`config.mk`:
```
export PLATFORM = sky130hd
export DESIGN_NAME = can_burst_reassembler
export DESIGN_NICKNAME = d
export VERILOG_FILES = /design/src/cbr_pkg.sv /design/src/cbr_front.sv /design/src/cbr_queue.sv /design/src/cbr_back.sv /design/src/can_burst_reassembler.sv
export VERILOG_INCLUDE_DIRS = /design/src /design/src/src
export SDC_FILE = /design/constraint.sdc
export NUM_CORES = 1
export LEC_CHECK = 0
export ABC_CLOCK_PERIOD_IN_PS = 10400
export BUFFER_PORTS_ARGS = -buffer_cell sky130_fd_sc_hd__buf_2
export CORE_MARGIN = 4
export CORE_UTILIZATION = 57
export CTS_CLUSTER_DIAMETER = 80
export DETAILED_ROUTE_END_ITERATION = 10
export HOLD_SLACK_MARGIN = 0.15
export PLACE_DENSITY = 0.78
export SLEW_MARGIN = 40
export SYNTH_ARGS = -nofsm -noshare
export SYNTH_HDL_FRONTEND = slang
export SYNTH_HIERARCHICAL = 1
export SYNTH_SLANG_ARGS = --single-unit
```
`constraint.sdc`:
```
create_clock -name clk_i -period 10.4 [get_ports clk_i]
set_input_delay 0.52 -clock clk_i [delete_from_list [all_inputs] [get_ports clk_i]]
set_output_delay 0.52 -clock clk_i [all_outputs]
set_load 0.005 [all_outputs]
```
`src/can_burst_reassembler_assert.svh`:
```
// assertion macros for the can burst reassembler
`ifndef CAN_BURST_REASSEMBLER_ASSERT_SVH
`define CAN_BURST_REASSEMBLER_ASSERT_SVH

// property that holds at every clock edge out of reset
`define CBR_ASSERT(name, prop) \
  name: assert property (@(posedge clk_i) disable iff (!rst_ni) (prop)) \
    else $error("assertion failed");

// implication checked in the cycle after the antecedent
`define CBR_ASSERT_NEXT(name, pre, post) \
  name: assert property (@(posedge clk_i) disable iff (!rst_ni) (pre) |=> (post)) \
    else $error("assertion failed");

`endif

```
`src/cbr_pkg.sv`:
```
// shared types and constants of the can burst reassembler
package cbr_pkg;

  localparam int unsigned ID_W      = 29;
  localparam int unsigned DATA_W    = 64;
  localparam int unsigned TIME_W    = 32;
  localparam int unsigned GAP_W     = 8;
  localparam int unsigned FRAMES_W  = 6;
  localparam int unsigned WORD_W    = 16;
  localparam int unsigned COUNT_W   = 32;
  localparam int unsigned CFG_IDX_W = 2;

  localparam logic [FRAMES_W-1:0] FRAME_CAP  = 6'd32;
  localparam logic [FRAMES_W-1:0] SLOT_KEEP0 = 6'd2;
  localparam logic [FRAMES_W-1:0] SLOT_KEEP1 = 6'd3;

  localparam logic [ID_W-1:0]     MATCH_ID_RST   = 29'h100;
  localparam logic [GAP_W-1:0]    GAP_MS_RST     = 8'd5;
  localparam logic [FRAMES_W-1:0] MIN_FRAMES_RST = 6'd20;

  localparam logic [CFG_IDX_W-1:0] REG_MATCH_ID   = 2'd0;
  localparam logic [CFG_IDX_W-1:0] REG_GAP_MS     = 2'd1;
  localparam logic [CFG_IDX_W-1:0] REG_MIN_FRAMES = 2'd2;

  localparam int unsigned Q_DEPTH = 2;
  localparam int unsigned Q_PTR_W = 1;
  localparam int unsigned Q_CNT_W = 2;

  typedef struct packed {
    logic [DATA_W-1:0] payload;
    logic [TIME_W-1:0] time_ms;
  } frame_t;

  typedef struct packed {
    logic   valid;
    frame_t frame;
  } q_push_t;

  typedef struct packed {
    logic               full;
    logic               empty;
    logic [Q_CNT_W-1:0] count;
  } q_status_t;

endpackage

```
`src/cbr_front.sv`:
```
// front stage: takes frames, drops foreign identifiers, feeds the queue
module cbr_front import cbr_pkg::*; (
  input  logic              clk_i,
  input  logic              rst_ni,
  input  logic              in_valid_i,
  output logic              in_stall_o,
  input  logic [ID_W-1:0]   can_id_i,
  input  logic [DATA_W-1:0] payload_i,
  input  logic [TIME_W-1:0] time_ms_i,
  input  logic [ID_W-1:0]   match_id_i,
  input  q_status_t         q_status_i,
  output q_push_t           q_push_o
);

  logic   valid_q, valid_d;
  frame_t frame_q;
  logic   accept;
  logic   push;

  assign push       = valid_q && !q_status_i.full;
  assign in_stall_o = valid_q && q_status_i.full;
  assign accept     = in_valid_i && !in_stall_o;

  always_comb begin
    valid_d = valid_q;
    if (push) begin
      valid_d = 1'b0;
    end
    if (accept) begin
      valid_d = (can_id_i == match_id_i);
    end
  end

  always_ff @(posedge clk_i or negedge rst_ni) begin
    if (!rst_ni) begin
      valid_q <= 1'b0;
    end else begin
      valid_q <= valid_d;
    end
  end

  always_ff @(posedge clk_i) begin
    if (accept) begin
      frame_q.payload <= payload_i;
      frame_q.time_ms <= time_ms_i;
    end
  end

  assign q_push_o.valid = push;
  assign q_push_o.frame = frame_q;

endmodule

```
`src/cbr_queue.sv`:
```
// short queue of matching frames between front and back
module cbr_queue import cbr_pkg::*; (
  input  logic      clk_i,
  input  logic      rst_ni,
  input  q_push_t   push_i,
  input  logic      pop_i,
  output frame_t    head_o,
  output q_status_t status_o
);

  frame_t             mem_q [Q_DEPTH];
  logic [Q_PTR_W-1:0] wr_ptr_q, rd_ptr_q;
  logic [Q_CNT_W-1:0] count_q, count_d;
  logic               full, empty, do_push, do_pop;

  assign full    = (count_q == Q_CNT_W'(Q_DEPTH));
  assign empty   = (count_q == '0);
  assign do_push = push_i.valid && !full;
  assign do_pop  = pop_i && !empty;

  always_comb begin
    count_d = count_q;
    if (do_push && !do_pop) begin
      count_d = count_q + 1'b1;
    end else if (do_pop && !do_push) begin
      count_d = count_q - 1'b1;
    end
  end

  always_ff @(posedge clk_i or negedge rst_ni) begin
    if (!rst_ni) begin
      wr_ptr_q <= '0;
      rd_ptr_q <= '0;
      count_q  <= '0;
    end else begin
      count_q <= count_d;
      if (do_push) begin
        wr_ptr_q <= wr_ptr_q + 1'b1;
      end
      if (do_pop) begin
        rd_ptr_q <= rd_ptr_q + 1'b1;
      end
    end
  end

  always_ff @(posedge clk_i) begin
    if (do_push) begin
      mem_q[wr_ptr_q] <= push_i.frame;
    end
  end

  assign head_o         = mem_q[rd_ptr_q];
  assign status_o.full  = full;
  assign status_o.empty = empty;
  assign status_o.count = count_q;

endmodule

```
`src/cbr_back.sv`:
```
// back stage: burst tracking, payload capture and result register
module cbr_back import cbr_pkg::*; (
  input  logic                clk_i,
  input  logic                rst_ni,
  input  frame_t              head_i,
  input  logic                head_valid_i,
  output logic                pop_o,
  input  logic [GAP_W-1:0]    gap_ms_i,
  input  logic [FRAMES_W-1:0] min_frames_i,
  output logic                out_valid_o,
  input  logic                out_stall_i,
  output logic signed [WORD_W-1:0] engine_speed_o,
  output logic signed [WORD_W-1:0] manifold_pressure_o,
  output logic signed [WORD_W-1:0] coolant_temp_o,
  output logic signed [WORD_W-1:0] intake_temp_o,
  output logic signed [WORD_W-1:0] throttle_pos_o,
  output logic [COUNT_W-1:0]  record_count_o
);

  logic [FRAMES_W-1:0] frames_q, frames_d, frames_base;
  logic [TIME_W-1:0]   last_q, last_d, delta;
  logic [DATA_W-1:0]   keep0_q, keep0_d;
  logic [WORD_W-1:0]   keep1_q, keep1_d;
  logic [COUNT_W-1:0]  records_q, records_d;
  logic                out_valid_q, out_valid_d;
  logic                close, emit, out_free, pop;
  logic [5*WORD_W-1:0] words_q;
  logic [COUNT_W-1:0]  count_q;

  assign delta    = head_i.time_ms - last_q;
  assign close    = (delta > TIME_W'(gap_ms_i));
  assign emit     = close && (frames_q >= min_frames_i);
  assign out_free = !out_valid_q || !out_stall_i;
  assign pop      = head_valid_i && (!emit || out_free);
  assign frames_base = close ? '0 : frames_q;

  always_comb begin
    frames_d    = frames_q;
    last_d      = last_q;
    keep0_d     = keep0_q;
    keep1_d     = keep1_q;
    records_d   = records_q;
    out_valid_d = out_valid_q && out_stall_i;
    if (pop) begin
      last_d = head_i.time_ms;
      if (emit) begin
        records_d   = records_q + 1'b1;
        out_valid_d = 1'b1;
      end
      frames_d = frames_base;
      if (frames_base < FRAME_CAP) begin
        if (frames_base == SLOT_KEEP0) begin
          keep0_d = head_i.payload;
        end else if (frames_base == SLOT_KEEP1) begin
          keep1_d = head_i.payload[DATA_W-1 -: WORD_W];
        end
        frames_d = frames_base + 1'b1;
      end
    end
  end

  always_ff @(posedge clk_i or negedge rst_ni) begin
    if (!rst_ni) begin
      frames_q    <= '0;
      last_q      <= '0;
      keep0_q     <= '0;
      keep1_q     <= '0;
      records_q   <= '0;
      out_valid_q <= 1'b0;
    end else begin
      frames_q    <= frames_d;
      last_q      <= last_d;
      keep0_q     <= keep0_d;
      keep1_q     <= keep1_d;
      records_q   <= records_d;
      out_valid_q <= out_valid_d;
    end
  end

  always_ff @(posedge clk_i) begin
    if (pop && emit) begin
      words_q <= {keep0_q, keep1_q};
      count_q <= records_q + 1'b1;
    end
  end

  assign pop_o               = pop;
  assign out_valid_o         = out_valid_q;
  assign engine_speed_o      = signed'(words_q[5*WORD_W-1 -: WORD_W]);
  assign manifold_pressure_o = signed'(words_q[4*WORD_W-1 -: WORD_W]);
  assign coolant_temp_o      = signed'(words_q[3*WORD_W-1 -: WORD_W]);
  assign intake_temp_o       = signed'(words_q[2*WORD_W-1 -: WORD_W]);
  assign throttle_pos_o      = signed'(words_q[WORD_W-1:0]);
  assign record_count_o      = count_q;

endmodule

```
`src/can_burst_reassembler.sv`:
```
// top level of the can burst reassembler
// Usage:
// Input channel: in_valid_i / in_stall_o with can_id_i, payload_i, time_ms_i.
// A request is taken at a clock edge with in_valid_i high and in_stall_o low.
// Frames whose identifier differs from match_id are dropped at the front stage.
// Output channel: out_valid_o / out_stall_i with five signed words and the
// record count; a result is delivered at an edge with out_valid_o high and
// out_stall_i low, and holds steady while stalled.
// Config: cfg_valid_i / cfg_ready_o with cfg_index_i and cfg_data_i; ready is
// always high, unknown indexes are ignored. Write only while the block is idle.
// Throughput: one frame per cycle, set by the burst update in the back stage,
// while no closing frame waits on a stalled output. Path: a closing frame that
// is taken passes front register, queue write, then result register.
// Out stalled: the back stage keeps taking frames that produce no result; a
// frame that would produce one waits, the two-entry queue fills, then the
// front register holds and in_stall_o rises.
// Reset: burst state, counts and config return to defaults; the output words,
// output count and stored frames are not reset. No clearing pass is needed.
module can_burst_reassembler import cbr_pkg::*; (
  input  logic                 clk_i,
  input  logic                 rst_ni,
  input  logic                 in_valid_i,
  output logic                 in_stall_o,
  input  logic [ID_W-1:0]      can_id_i,
  input  logic [DATA_W-1:0]    payload_i,
  input  logic [TIME_W-1:0]    time_ms_i,
  output logic                 out_valid_o,
  input  logic                 out_stall_i,
  output logic signed [WORD_W-1:0] engine_speed_o,
  output logic signed [WORD_W-1:0] manifold_pressure_o,
  output logic signed [WORD_W-1:0] coolant_temp_o,
  output logic signed [WORD_W-1:0] intake_temp_o,
  output logic signed [WORD_W-1:0] throttle_pos_o,
  output logic [COUNT_W-1:0]   record_count_o,
  input  logic                 cfg_valid_i,
  output logic                 cfg_ready_o,
  input  logic [CFG_IDX_W-1:0] cfg_index_i,
  input  logic [ID_W-1:0]      cfg_data_i
);

  `include "can_burst_reassembler_assert.svh"

  logic [ID_W-1:0]     match_id_q;
  logic [GAP_W-1:0]    gap_ms_q;
  logic [FRAMES_W-1:0] min_frames_q;
  q_push_t             q_push;
  q_status_t           q_status;
  frame_t              q_head;
  logic                q_pop;

  assign cfg_ready_o = 1'b1;

  always_ff @(posedge clk_i or negedge rst_ni) begin
    if (!rst_ni) begin
      match_id_q   <= MATCH_ID_RST;
      gap_ms_q     <= GAP_MS_RST;
      min_frames_q <= MIN_FRAMES_RST;
    end else if (cfg_valid_i && cfg_ready_o) begin
      unique case (cfg_index_i)
        REG_MATCH_ID:   match_id_q   <= cfg_data_i;
        REG_GAP_MS:     gap_ms_q     <= cfg_data_i[GAP_W-1:0];
        REG_MIN_FRAMES: min_frames_q <= cfg_data_i[FRAMES_W-1:0];
        default: ;
      endcase
    end
  end

  cbr_front u_front (
    .clk_i      (clk_i),
    .rst_ni     (rst_ni),
    .in_valid_i (in_valid_i),
    .in_stall_o (in_stall_o),
    .can_id_i   (can_id_i),
    .payload_i  (payload_i),
    .time_ms_i  (time_ms_i),
    .match_id_i (match_id_q),
    .q_status_i (q_status),
    .q_push_o   (q_push)
  );

  cbr_queue u_queue (
    .clk_i    (clk_i),
    .rst_ni   (rst_ni),
    .push_i   (q_push),
    .pop_i    (q_pop),
    .head_o   (q_head),
    .status_o (q_status)
  );

  cbr_back u_back (
    .clk_i               (clk_i),
    .rst_ni              (rst_ni),
    .head_i              (q_head),
    .head_valid_i        (!q_status.empty),
    .pop_o               (q_pop),
    .gap_ms_i            (gap_ms_q),
    .min_frames_i        (min_frames_q),
    .out_valid_o         (out_valid_o),
    .out_stall_i         (out_stall_i),
    .engine_speed_o      (engine_speed_o),
    .manifold_pressure_o (manifold_pressure_o),
    .coolant_temp_o      (coolant_temp_o),
    .intake_temp_o       (intake_temp_o),
    .throttle_pos_o      (throttle_pos_o),
    .record_count_o      (record_count_o)
  );

  `CBR_ASSERT(a_queue_bound, q_status.count <= Q_CNT_W'(Q_DEPTH))
  `CBR_ASSERT(a_no_push_full, !(q_push.valid && q_status.full))
  `CBR_ASSERT(a_no_pop_empty, !(q_pop && q_status.empty))
  `CBR_ASSERT_NEXT(a_stall_needs_full, in_stall_o, q_status.count != '0)

endmodule

```
# == Word level (Yosys, flattened, before mapping) ==
# Memories as Yosys holds them, arrays and structs flattened.
# Index checks and enable logic that the tools add are counted.
# op_classes
add_sub_neg,7
n_lt_le_gt_ge,3
n_eq_ne,6
n_mux,10
bitwise_logic,1
n_reduce_logical,31
# ops
cell,count
adder 32 x 1 -> 32 bit (second input constant),1
> comparator 32 x 8 -> 1 bit,1
subtractor 32 bit,1
== test 29 bit,1
== test 6 x 2 -> 1 bit (second input constant),2
2-to-1 mux 6 bit,2
logical AND 1 bit,11
zero test 1 bit,8
AND reduction 2 bit,4
adder 6 x 1 -> 6 bit (second input constant),1
>= comparator 6 bit,1
< comparator 6 bit (second input constant),1
2-to-1 mux 1 bit,6
== test 2 bit (second input constant),2
zero test 2 bit,2
2-to-1 mux 2 bit,2
AND reduction 4 bit,1
nonzero test 2 bit,2
AND reduction 3 bit,1
adder 1 bit (second input constant),2
adder 2 x 1 -> 2 bit (second input constant),1
== test 2 x 1 -> 1 bit (second input constant),1
logical OR 1 bit,2
subtractor 2 x 1 -> 2 bit (second input constant),1
NOT 1 bit,1
# totals
ff_bits,407
mem_bits_rw,192
input_bits,161
out_inout_bits,115
elab_cells,76
mem_count,1
# memory_table
memory,depth,width,rd,rd_clocked_by_memory_dff,write_ports,line,source
u_queue.mem_q,2,96,1,0,1,cbr_queue.sv:11,frame_t mem_q [Q_DEPTH];

# == Logic depth before layout (Yosys ltp) ==
# Gate-level depths: netlist of run 1.
# An unclocked memory read counts as a cell.
# depth
word_depth,11
mapped_depth,28
mapped_depth_nobuf,24

# == Hierarchy ==
# Netlist of run 1, hierarchy kept.
# by_module_without_submodules
module,instances,cells_each,area_per_inst_um2,seq_area_each_um2
cbr_back,1,981,12329.3,7141.8
cbr_queue,1,320,7257.0,5865.6
cbr_front,1,141,3255.6,2907.8
can_burst_reassembler,1,95,1632.8,1082.3

# == Least setup slack after synthesis of run 1 ==
# No wires, ideal clock.
# synth_path
path_type,register to register
startpoint,reg u_queue.rd_ptr_q
endpoint,"reg u_back.count_q[0], in the netlist u_back/record_count_o[0] (enable)"
setup_time_ns,0.742
arrival_ns,5.802
required_time_ns,9.658
path_slack_ns,3.856
path_stages_with_launch,23
n_path_buf,3
synth_period_minus_slack_ns,6.544
path_cell_list,dfrtp_1 > buf_6 > buf_2 > mux2_2 > inv_1 > ha_1 > fa_1 > and2b_1 > o2111ai_1 > nand2_1 > xor2_1 > ha_1 > nand4_1 > or2_2 > nand2_1 > o21ai_0 > a211oi_1 > o2111ai_1 > nor4b_1 > nand4b_1 > nand3_1 > clkbuf_1 > inv_1
# synth_lines
element,line,source
start: declaration,cbr_queue.sv:12,"logic [Q_PTR_W-1:0] wr_ptr_q, rd_ptr_q;"
start signal: assignment,cbr_queue.sv:41,rd_ptr_q <= rd_ptr_q + 1'b1;
end signal: assignment,cbr_back.sv:83,count_q <= records_q + 1'b1;
end: declaration,cbr_back.sv:28,logic [COUNT_W-1:0] count_q;

==> results.toml, run 1 <==
[status]
status = "finished, final reports clean"

[synthesis]
synth_top_area_cell = "edfxtp_1"
synth_edf_count = 400
synth_warnings = 6
syn_nets = 1748
avgSynthCellArea_um2 = 15.92
ys.flop_type = "edfxtp_1"
ys_ff_latch = 599
yosysSeqAreaShare = 0.6945
synth_top_area_frac = 0.4908
synthesis.area_mm2 = 0.02447
synthTopCellsByArea = "edfxtp_1, dfrtp_1, mux2_2"
synth.distinct_cells = 76
async_flop_share = 0.3322
syn_inst = 1537

[sta]
layout_setup_ws_ps = 3462
rsz0062_at_grt = "no"
max-slew-margin-rel = 0.4367
worst_slew_pin_slew_ps = 823.7
max_freq_ghz = 0.1441
slew_viol_final = 0
finClkSkew_ps = 40.58
finalCritPeriodShare = 0.6671
setup_tns_ps = 0
setup_viol = 0
hold_violations = 0
post-route-min-period_ps = 6938

[critical_path]
cp_num_buf_inv = 3
cp-start-kind = "register"
arrival_ps = 7430
path_class = "reg2reg"
critPathMaxStageDelay_ps = 850
cp_num_cells = 24
cp_common_cell = "ha_1"
required_ps = 10890
cpLargestDelayFamily = "simple AND/OR/NAND/NOR gates"
worst-path-max-fanout = 49
slowest_stage = "dfrtp_4"
r2r_start = "u_queue/rd_ptr_q$_DFFE_PN0P_"
rr_worst_depth = 24
rrSetupSlack_ps = 3460
path_cells = "mux2_2, inv_1, ha_1, fa_1, and2b_1, o2111ai_1, nand2_1, xor2_1, ha_1, nand4_1, or2_2, o21ai_0, nor4b_1, nand4_1, nor3b_1, or3b_1, nor4_4, nand2_1, inv_1, ha_1, nand3b_1, a211oi_4, buf_6, mux2_2"
reg2reg_to = "u_back/keep1_q[2]$_DFFE_PN0P_"
critPathCaptureType = "register"

[floorplanning]
die_height_um = 215.2
core_region_area_mm2 = 0.04223
die_x_um = 215.2
row_count = 75
num_io_pins = 276
initial_core_util = 0.5796
die-area_mm2 = 0.04632

[power]
ir_worst_vdd_uv = 156.8
p_per_area_mw_per_mm2 = 166.5
p_leak_nw = 12.55

[placed_design]
portBuffers = 274
place_congestion = 0.8808
dp_cells = 2317
dp_hpwl_um = 30800
dpl_cell_area_mm2 = 0.02640
place_ws_ps = 3548

[cells_and_area]
utilization = 0.6995
multiInputGateArea_mm2 = 0.006954
nFillCells = 2727
syn_to_final_growth_pct = 20.69
stdcell_count = 2547
regArea_mm2 = 0.01700
final_nets = 2168
layout-drive-gt1-share = 0.2860
fin_area_mm2 = 0.02954

[cts]
cts_root_buf = "clkbuf_16"
cts_buffers = 58
clk_path_buf_depth = 3
cts_tree = "done"
htree_num_levels = 2
clk_latency_ps = 630
clock-sinks = 599
ctsResizeCount = 0
cts.clk_slew.worst_paths_ps = 60

[grt]
grt_pass1_wl_um = 77470
grt_overflow = 0
track_usage = 0.2083
grt_max_degree = 73
grt_pass1_vias = 14600
antenna_found_initial = 0

[routing]
vias = 13890
firstDrtPassIters = 5
route.antenna.remaining_nets = 0
drc_errors = 0
drt_iter0_drc = 878
routedWlPerCell_um = 18.97
routed_wl_um = 48310
routed_via_density = 5.452

[flow_run]
max_cap_viol_count = 0

[worst_hold_path]
hold_start = "cfg_data_i[6]"
holdPathStages = 2
hold_path_end = "gap_ms_q[6]$_DFFE_PN0P_"
hold_class = "in2reg"
-- cell usage after synthesis, types with 6 or more instances --
| library cell | n |
|---|---|
| and3_1 | 11 |
| nand4_1 | 21 |
| nor2_1 | 52 |
| buf_6 | 13 |
| nor4_1 | 6 |
| xnor2_1 | 66 |
| nor3_1 | 13 |
| ha_1 | 49 |
| o211ai_1 | 8 |
| dfrtp_1 | 194 |
| and2_1 | 7 |
| nand3_1 | 31 |
| xor2_1 | 45 |
| o21a_1 | 10 |
| a21oi_1 | 49 |
| mux2_2 | 145 |
| nor2b_1 | 6 |
| a21o_1 | 13 |
| inv_1 | 71 |
| buf_2 | 12 |
| nand2_1 | 61 |
| edfxtp_1 | 400 |
| mux2_1 | 75 |
| mux2_4 | 30 |
| clkbuf_1 | 16 |
| o21ai_0 | 29 |
-- logic make-up after synthesis --
family | share of synthesized area
compound gates | 0.04371
xor+xnor | 0.03972
fa+ha+maj | 0.02587
buf+inv | 0.02331
flops | 0.6945
mux | 0.1217
other cells | 0.0001532
simple gates | 0.05107
-- layout make-up --
cell class,instances,area share
Multi-Input combinational cell,821,0.2354
Timing Repair Buffer,406,0.09124
Sequential cell,599,0.5756
Tap cell,539,0.02283
Clock inverter,27,0.01131
Antenna cell,1,0.00008472
Inverter,71,0.009192
Clock buffer,83,0.05435
-- worst register-to-register path: cells and delay by family, from the launching register on --
family                   cells  cell delay (ps)
AO/OA/AOI/OAI                3             1050
XOR/XNOR                     1              160
adder cells (fa/ha/maj)      4              900
buffers and inverters        3              400
flip-flops                   1              850
multiplexers                 2              830
AND/OR/NAND/NOR             11             2630
-- cell usage in the layout, fill, tap and decap left out, drive strengths merged, types with 14 or more instances in the layout --
cell         synthesis  layout
mux2               250     250
a21oi               49      49
nor2                52      52
dfrtp              194     194
nand4               21      21
xnor2               66      66
xor2                45      45
o21ai               33      33
nand3               31      31
ha                  49      49
inv                 71      72
dlygate4sd3          0     119
nand2               61      61
edfxtp             400     400
clkbuf              16      84
nor3                14      14
buf                 30     286
clkinv               0      19
-- stage by stage --
| stage | power (mW) | hold WS, ps |
|---|---|---|
| floorplan | 2.771 | 224.4 |
| global placement | 2.841 | 423.3 |
| detailed placement | 2.851 | 426.9 |
| CTS | 4.966 | 154.9 |
| global route | 5.119 | 172.2 |
| finish | 4.917 | 191.1 |
-- state kept, by name, summed over array words and instances (netlist names), 6 cells and up --
name                   cells
u_back/record_count_o     32
match_id_q                29
u_back/last_q             32
u_back/frames_q            6
u_front/q_push_o          96
min_frames_q               6
gap_ms_q                   8
u_back/keep0_q            64
u_back/records_q          32
u_back/keep1_q            16
u_back/words_q            80
u_queue/mem_q            192
-- routing by layer --
layer | track usage | routed length (um)
met1 | 0.2696 | 19700
met5 | 0 | 0
met4 | 0.07215 | 1645
met3 | 0.03870 | 2234
met2 | 0.3573 | 24730
-- worst max path at each step --
stage / startpoint / endpoint / slack, ps
3_3_place_gp: u_queue/rd_ptr_q$_DFFE_PN0P_ / u_back/words_q[54]$_DFFE_PP_ / 3380
6_report: u_queue/rd_ptr_q$_DFFE_PN0P_ / u_back/keep1_q[2]$_DFFE_PN0P_ / 3460
5_1_grt: u_queue/rd_ptr_q$_DFFE_PN0P_ / u_back/keep1_q[3]$_DFFE_PN0P_ / 3090
3_5_place_dp: u_queue/rd_ptr_q$_DFFE_PN0P_ / u_back/keep1_q[3]$_DFFE_PN0P_ / 3550
2_1_floorplan: u_queue/rd_ptr_q$_DFFE_PN0P_ / u_back/record_count_o[0]$_DFFE_PP_ / 3860
4_1_cts: u_queue/rd_ptr_q$_DFFE_PN0P_ / u_back/keep1_q[3]$_DFFE_PN0P_ / 3510
-- report_power, final --
group	internal, mW	switching (mW)
Sequential	2.62	0.0372
Clock	1.21	0.869
Combinational	0.106	0.0811
-- timing repair --
item | CTS | global route
hold endpoints to repair | 181 | 0
hold buffers | 119 | 0
buffers inserted | 0 | 0
No activity file was read; power rests on OpenSTA's default activity.
==> run 2, diff against run 1 <==
--- a/config.mk
+++ b/config.mk
@@ -6,14 +6,14 @@
 export SDC_FILE = /design/constraint.sdc
 export NUM_CORES = 1
 export LEC_CHECK = 0
-export ABC_CLOCK_PERIOD_IN_PS = 10400
+export ABC_CLOCK_PERIOD_IN_PS = 5600
 export BUFFER_PORTS_ARGS = -buffer_cell sky130_fd_sc_hd__buf_2
 export CORE_MARGIN = 4
-export CORE_UTILIZATION = 57
+export CORE_UTILIZATION = 53
 export CTS_CLUSTER_DIAMETER = 80
 export DETAILED_ROUTE_END_ITERATION = 10
 export HOLD_SLACK_MARGIN = 0.15
-export PLACE_DENSITY = 0.78
+export PLACE_DENSITY = 0.76
 export SLEW_MARGIN = 40
 export SYNTH_ARGS = -nofsm -noshare
 export SYNTH_HDL_FRONTEND = slang
==> constraint.sdc (replaced) <==
create_clock -name clk_i -period 5.6 [get_ports clk_i]
set_input_delay 0.28 -clock clk_i [delete_from_list [all_inputs] [get_ports clk_i]]
set_output_delay 0.28 -clock clk_i [all_outputs]
set_load 0.005 [all_outputs]
==> results.toml, run 2 (synthesis gave the netlist of run 1 again) <==
[status]
status = "finished, final reports clean"

[flow_run]
max_cap_viol_count = 0

[sta]
rsz0062_at_grt = "yes"
slew_viol_final = 0
finalCritPeriodShare = 0.9759
setup_viol = 0
max-slew-margin-rel = 0.5000
max_freq_ghz = 0.1830
timing.hold.ws_ps = 252.8
worst_slew_pin_slew_ps = 750.0
finClkSkew_ps = 35.66
post-route-min-period_ps = 5465
hold_violations = 0
layout_setup_ws_ps = 134.7

[cells_and_area]
mostFrequentLayoutCells = "edfxtp_1, buf_2, dfrtp_1"
largest_register = "u_queue/mem_q"
regArea_mm2 = 0.01700
fin_area_mm2 = 0.03094
final_common_cell = "edfxtp_1"
stdcell_count = 2683
largest_reg_flops = 192
num_antenna_cells = 0
syn_to_final_growth_pct = 26.41
final_nets = 2244
multiInputGateArea_mm2 = 0.007257
nFillCells = 2991
layout-drive-gt1-share = 0.3346

[floorplanning]
die_height_um = 222.9
core_region_area_mm2 = 0.04548
initial_core_util = 0.5382
die-area_mm2 = 0.04968
die_x_um = 222.9
row_count = 78
num_io_pins = 276

[critical_path]
path_class = "reg2reg"
arrival_ps = 5970
critPathCaptureType = "register"
cp-start-kind = "register"
worst-path-max-fanout = 8
required_ps = 6100

[cts]
cts.clk_slew.worst_paths_ps = 60
cts_root_buf = "clkbuf_16"
cts_buffers = 58
htree_num_levels = 2
clk_path_buf_depth = 3
cts_tree = "done"
clock-sinks = 599
clk_latency_ps = 630

[power]
p_leak_nw = 13.09
ir_worst_vdd_uv = 345.3
p_per_area_mw_per_mm2 = 300.5

[grt]
track_usage = 0.1985
grt_pass1_vias = 14580
antenna_found_initial = 0
grt_max_degree = 117
grt_overflow = 0
grt_pass1_wl_um = 79060

[routing]
routed_wl_um = 51450
firstDrtPassIters = 5
vias = 14290
routed_via_density = 5.327
routedWlPerCell_um = 19.17
drt_iter0_drc = 883
drc_errors = 0
route.antenna.remaining_nets = 0

[placed_design]
place_congestion = 0.8608
dp_hpwl_um = 32180
portBuffers = 274
dp_cells = 2410
place_ws_ps = -36.18
dpl_cell_area_mm2 = 0.02687

[worst_hold_path]
hold_class = "in2async"
## run 2: cell types whose count changed in the layout (fill, tap and decap cells not counted), sizes merged
cell and change:
buf +49, bufinv +1, clkinvlp +2, dlygate4sd3 +18, bufbuf +1, clkbuf +6
diode -1, clkinv -1
## run 2: final cells by class
| type | instances | area share |
|---|---|---|
| Timing Repair Buffer | 482 | 0.1178 |
| Inverter | 71 | 0.008816 |
| Sequential cell | 599 | 0.5495 |
| Clock buffer | 81 | 0.05326 |
| Multi-Input combinational cell | 821 | 0.2346 |
| Clock inverter | 29 | 0.01177 |
| Tap cell | 600 | 0.02426 |
## run 2: per-layer routing
| layer | wire [um] | track usage | part of all wire | vias to the layer above |
|---|---|---|---|---|
| li1 | - | - | - | 6688 |
| met2 | 26960 | 0.3484 | 0.52 | 382 |
| met3 | 2328 | 0.03408 | 0.045 | 102 |
| met1 | 20700 | 0.2549 | 0.40 | 7121 |
| met5 | 0 | 0 | 0 | - |
| met4 | 1460 | 0.06144 | 0.028 | 0 |
## run 2: metrics by stage
stage / power [mW] / util / TNS [ps]
after global placement: 5.276 / 0.5898 / 0
after floorplan: 5.144 / - / -46790
after detailed placement: 5.295 / 0.5909 / -852.1
final: 9.298 / 0.6803 / 0
after global routing: 9.639 / 0.6803 / -5081
after CTS: 9.350 / 0.6669 / 0
## run 2: where the power goes
group	total, mW	leakage (nW)	internal [mW]	switching, mW
logic	0.370	5.50	0.213	0.157
clock network	4.00	0.973	2.35	1.65
registers	4.93	6.62	4.86	0.0687
## run 2: path summary, 6_finish.rpt
kind	startpoint	end	slack (ps)	cells after the start
worst max-delay path	u_queue/rd_ptr_q$_DFFE_PN0P_	u_back/keep1_q[8]$_DFFE_PN0P_	130	23
worst min-delay path	rst_ni	match_id_q[25]$_DFFE_PN0P_	250	2
worst max register to register	u_queue/rd_ptr_q$_DFFE_PN0P_	u_back/keep1_q[8]$_DFFE_PN0P_	130	23
worst min register to register	u_front/q_push_o[25]$_DFFE_PP_	u_queue/mem_q[0][25]$_DFFE_PP_	440	0
max in group asynchronous	rst_ni	u_back/keep0_q[1]$_DFFE_PN0P_	4190	3
min in group clk_i	cfg_valid_i	min_frames_q[5]$_DFFE_PN0P_	270	3
## run 2: what timing repair did
item | in CTS | in global routing
pin swaps | 1 | 19
cloned | 1 | 10
buffers inserted | 1 | 13
endpoints found under the setup margin | 60 | 80
hold endpoints to repair | 223 | 0
hold buffers | 137 | 0
resized for setup | 6 | 68
## run 2: worst max-delay path, stage by stage (launching register included)
cell	delay [ps]
dfrtp_4	480
mux2_2	390
ha_4	260
o211ai_1	210
a21oi_2	90
nor2_2	150
o21ai_1	80
xor2_1	150
ha_1	330
nand4_1	130
or2_4	270
o21ai_2	50
nor4b_4	200
nand4_1	130
nor3b_2	200
or3b_4	410
nor4_4	360
and2_4	240
ha_2	210
nand3b_1	120
a211oi_4	220
buf_4	160
buf_12	120
mux2_2	340
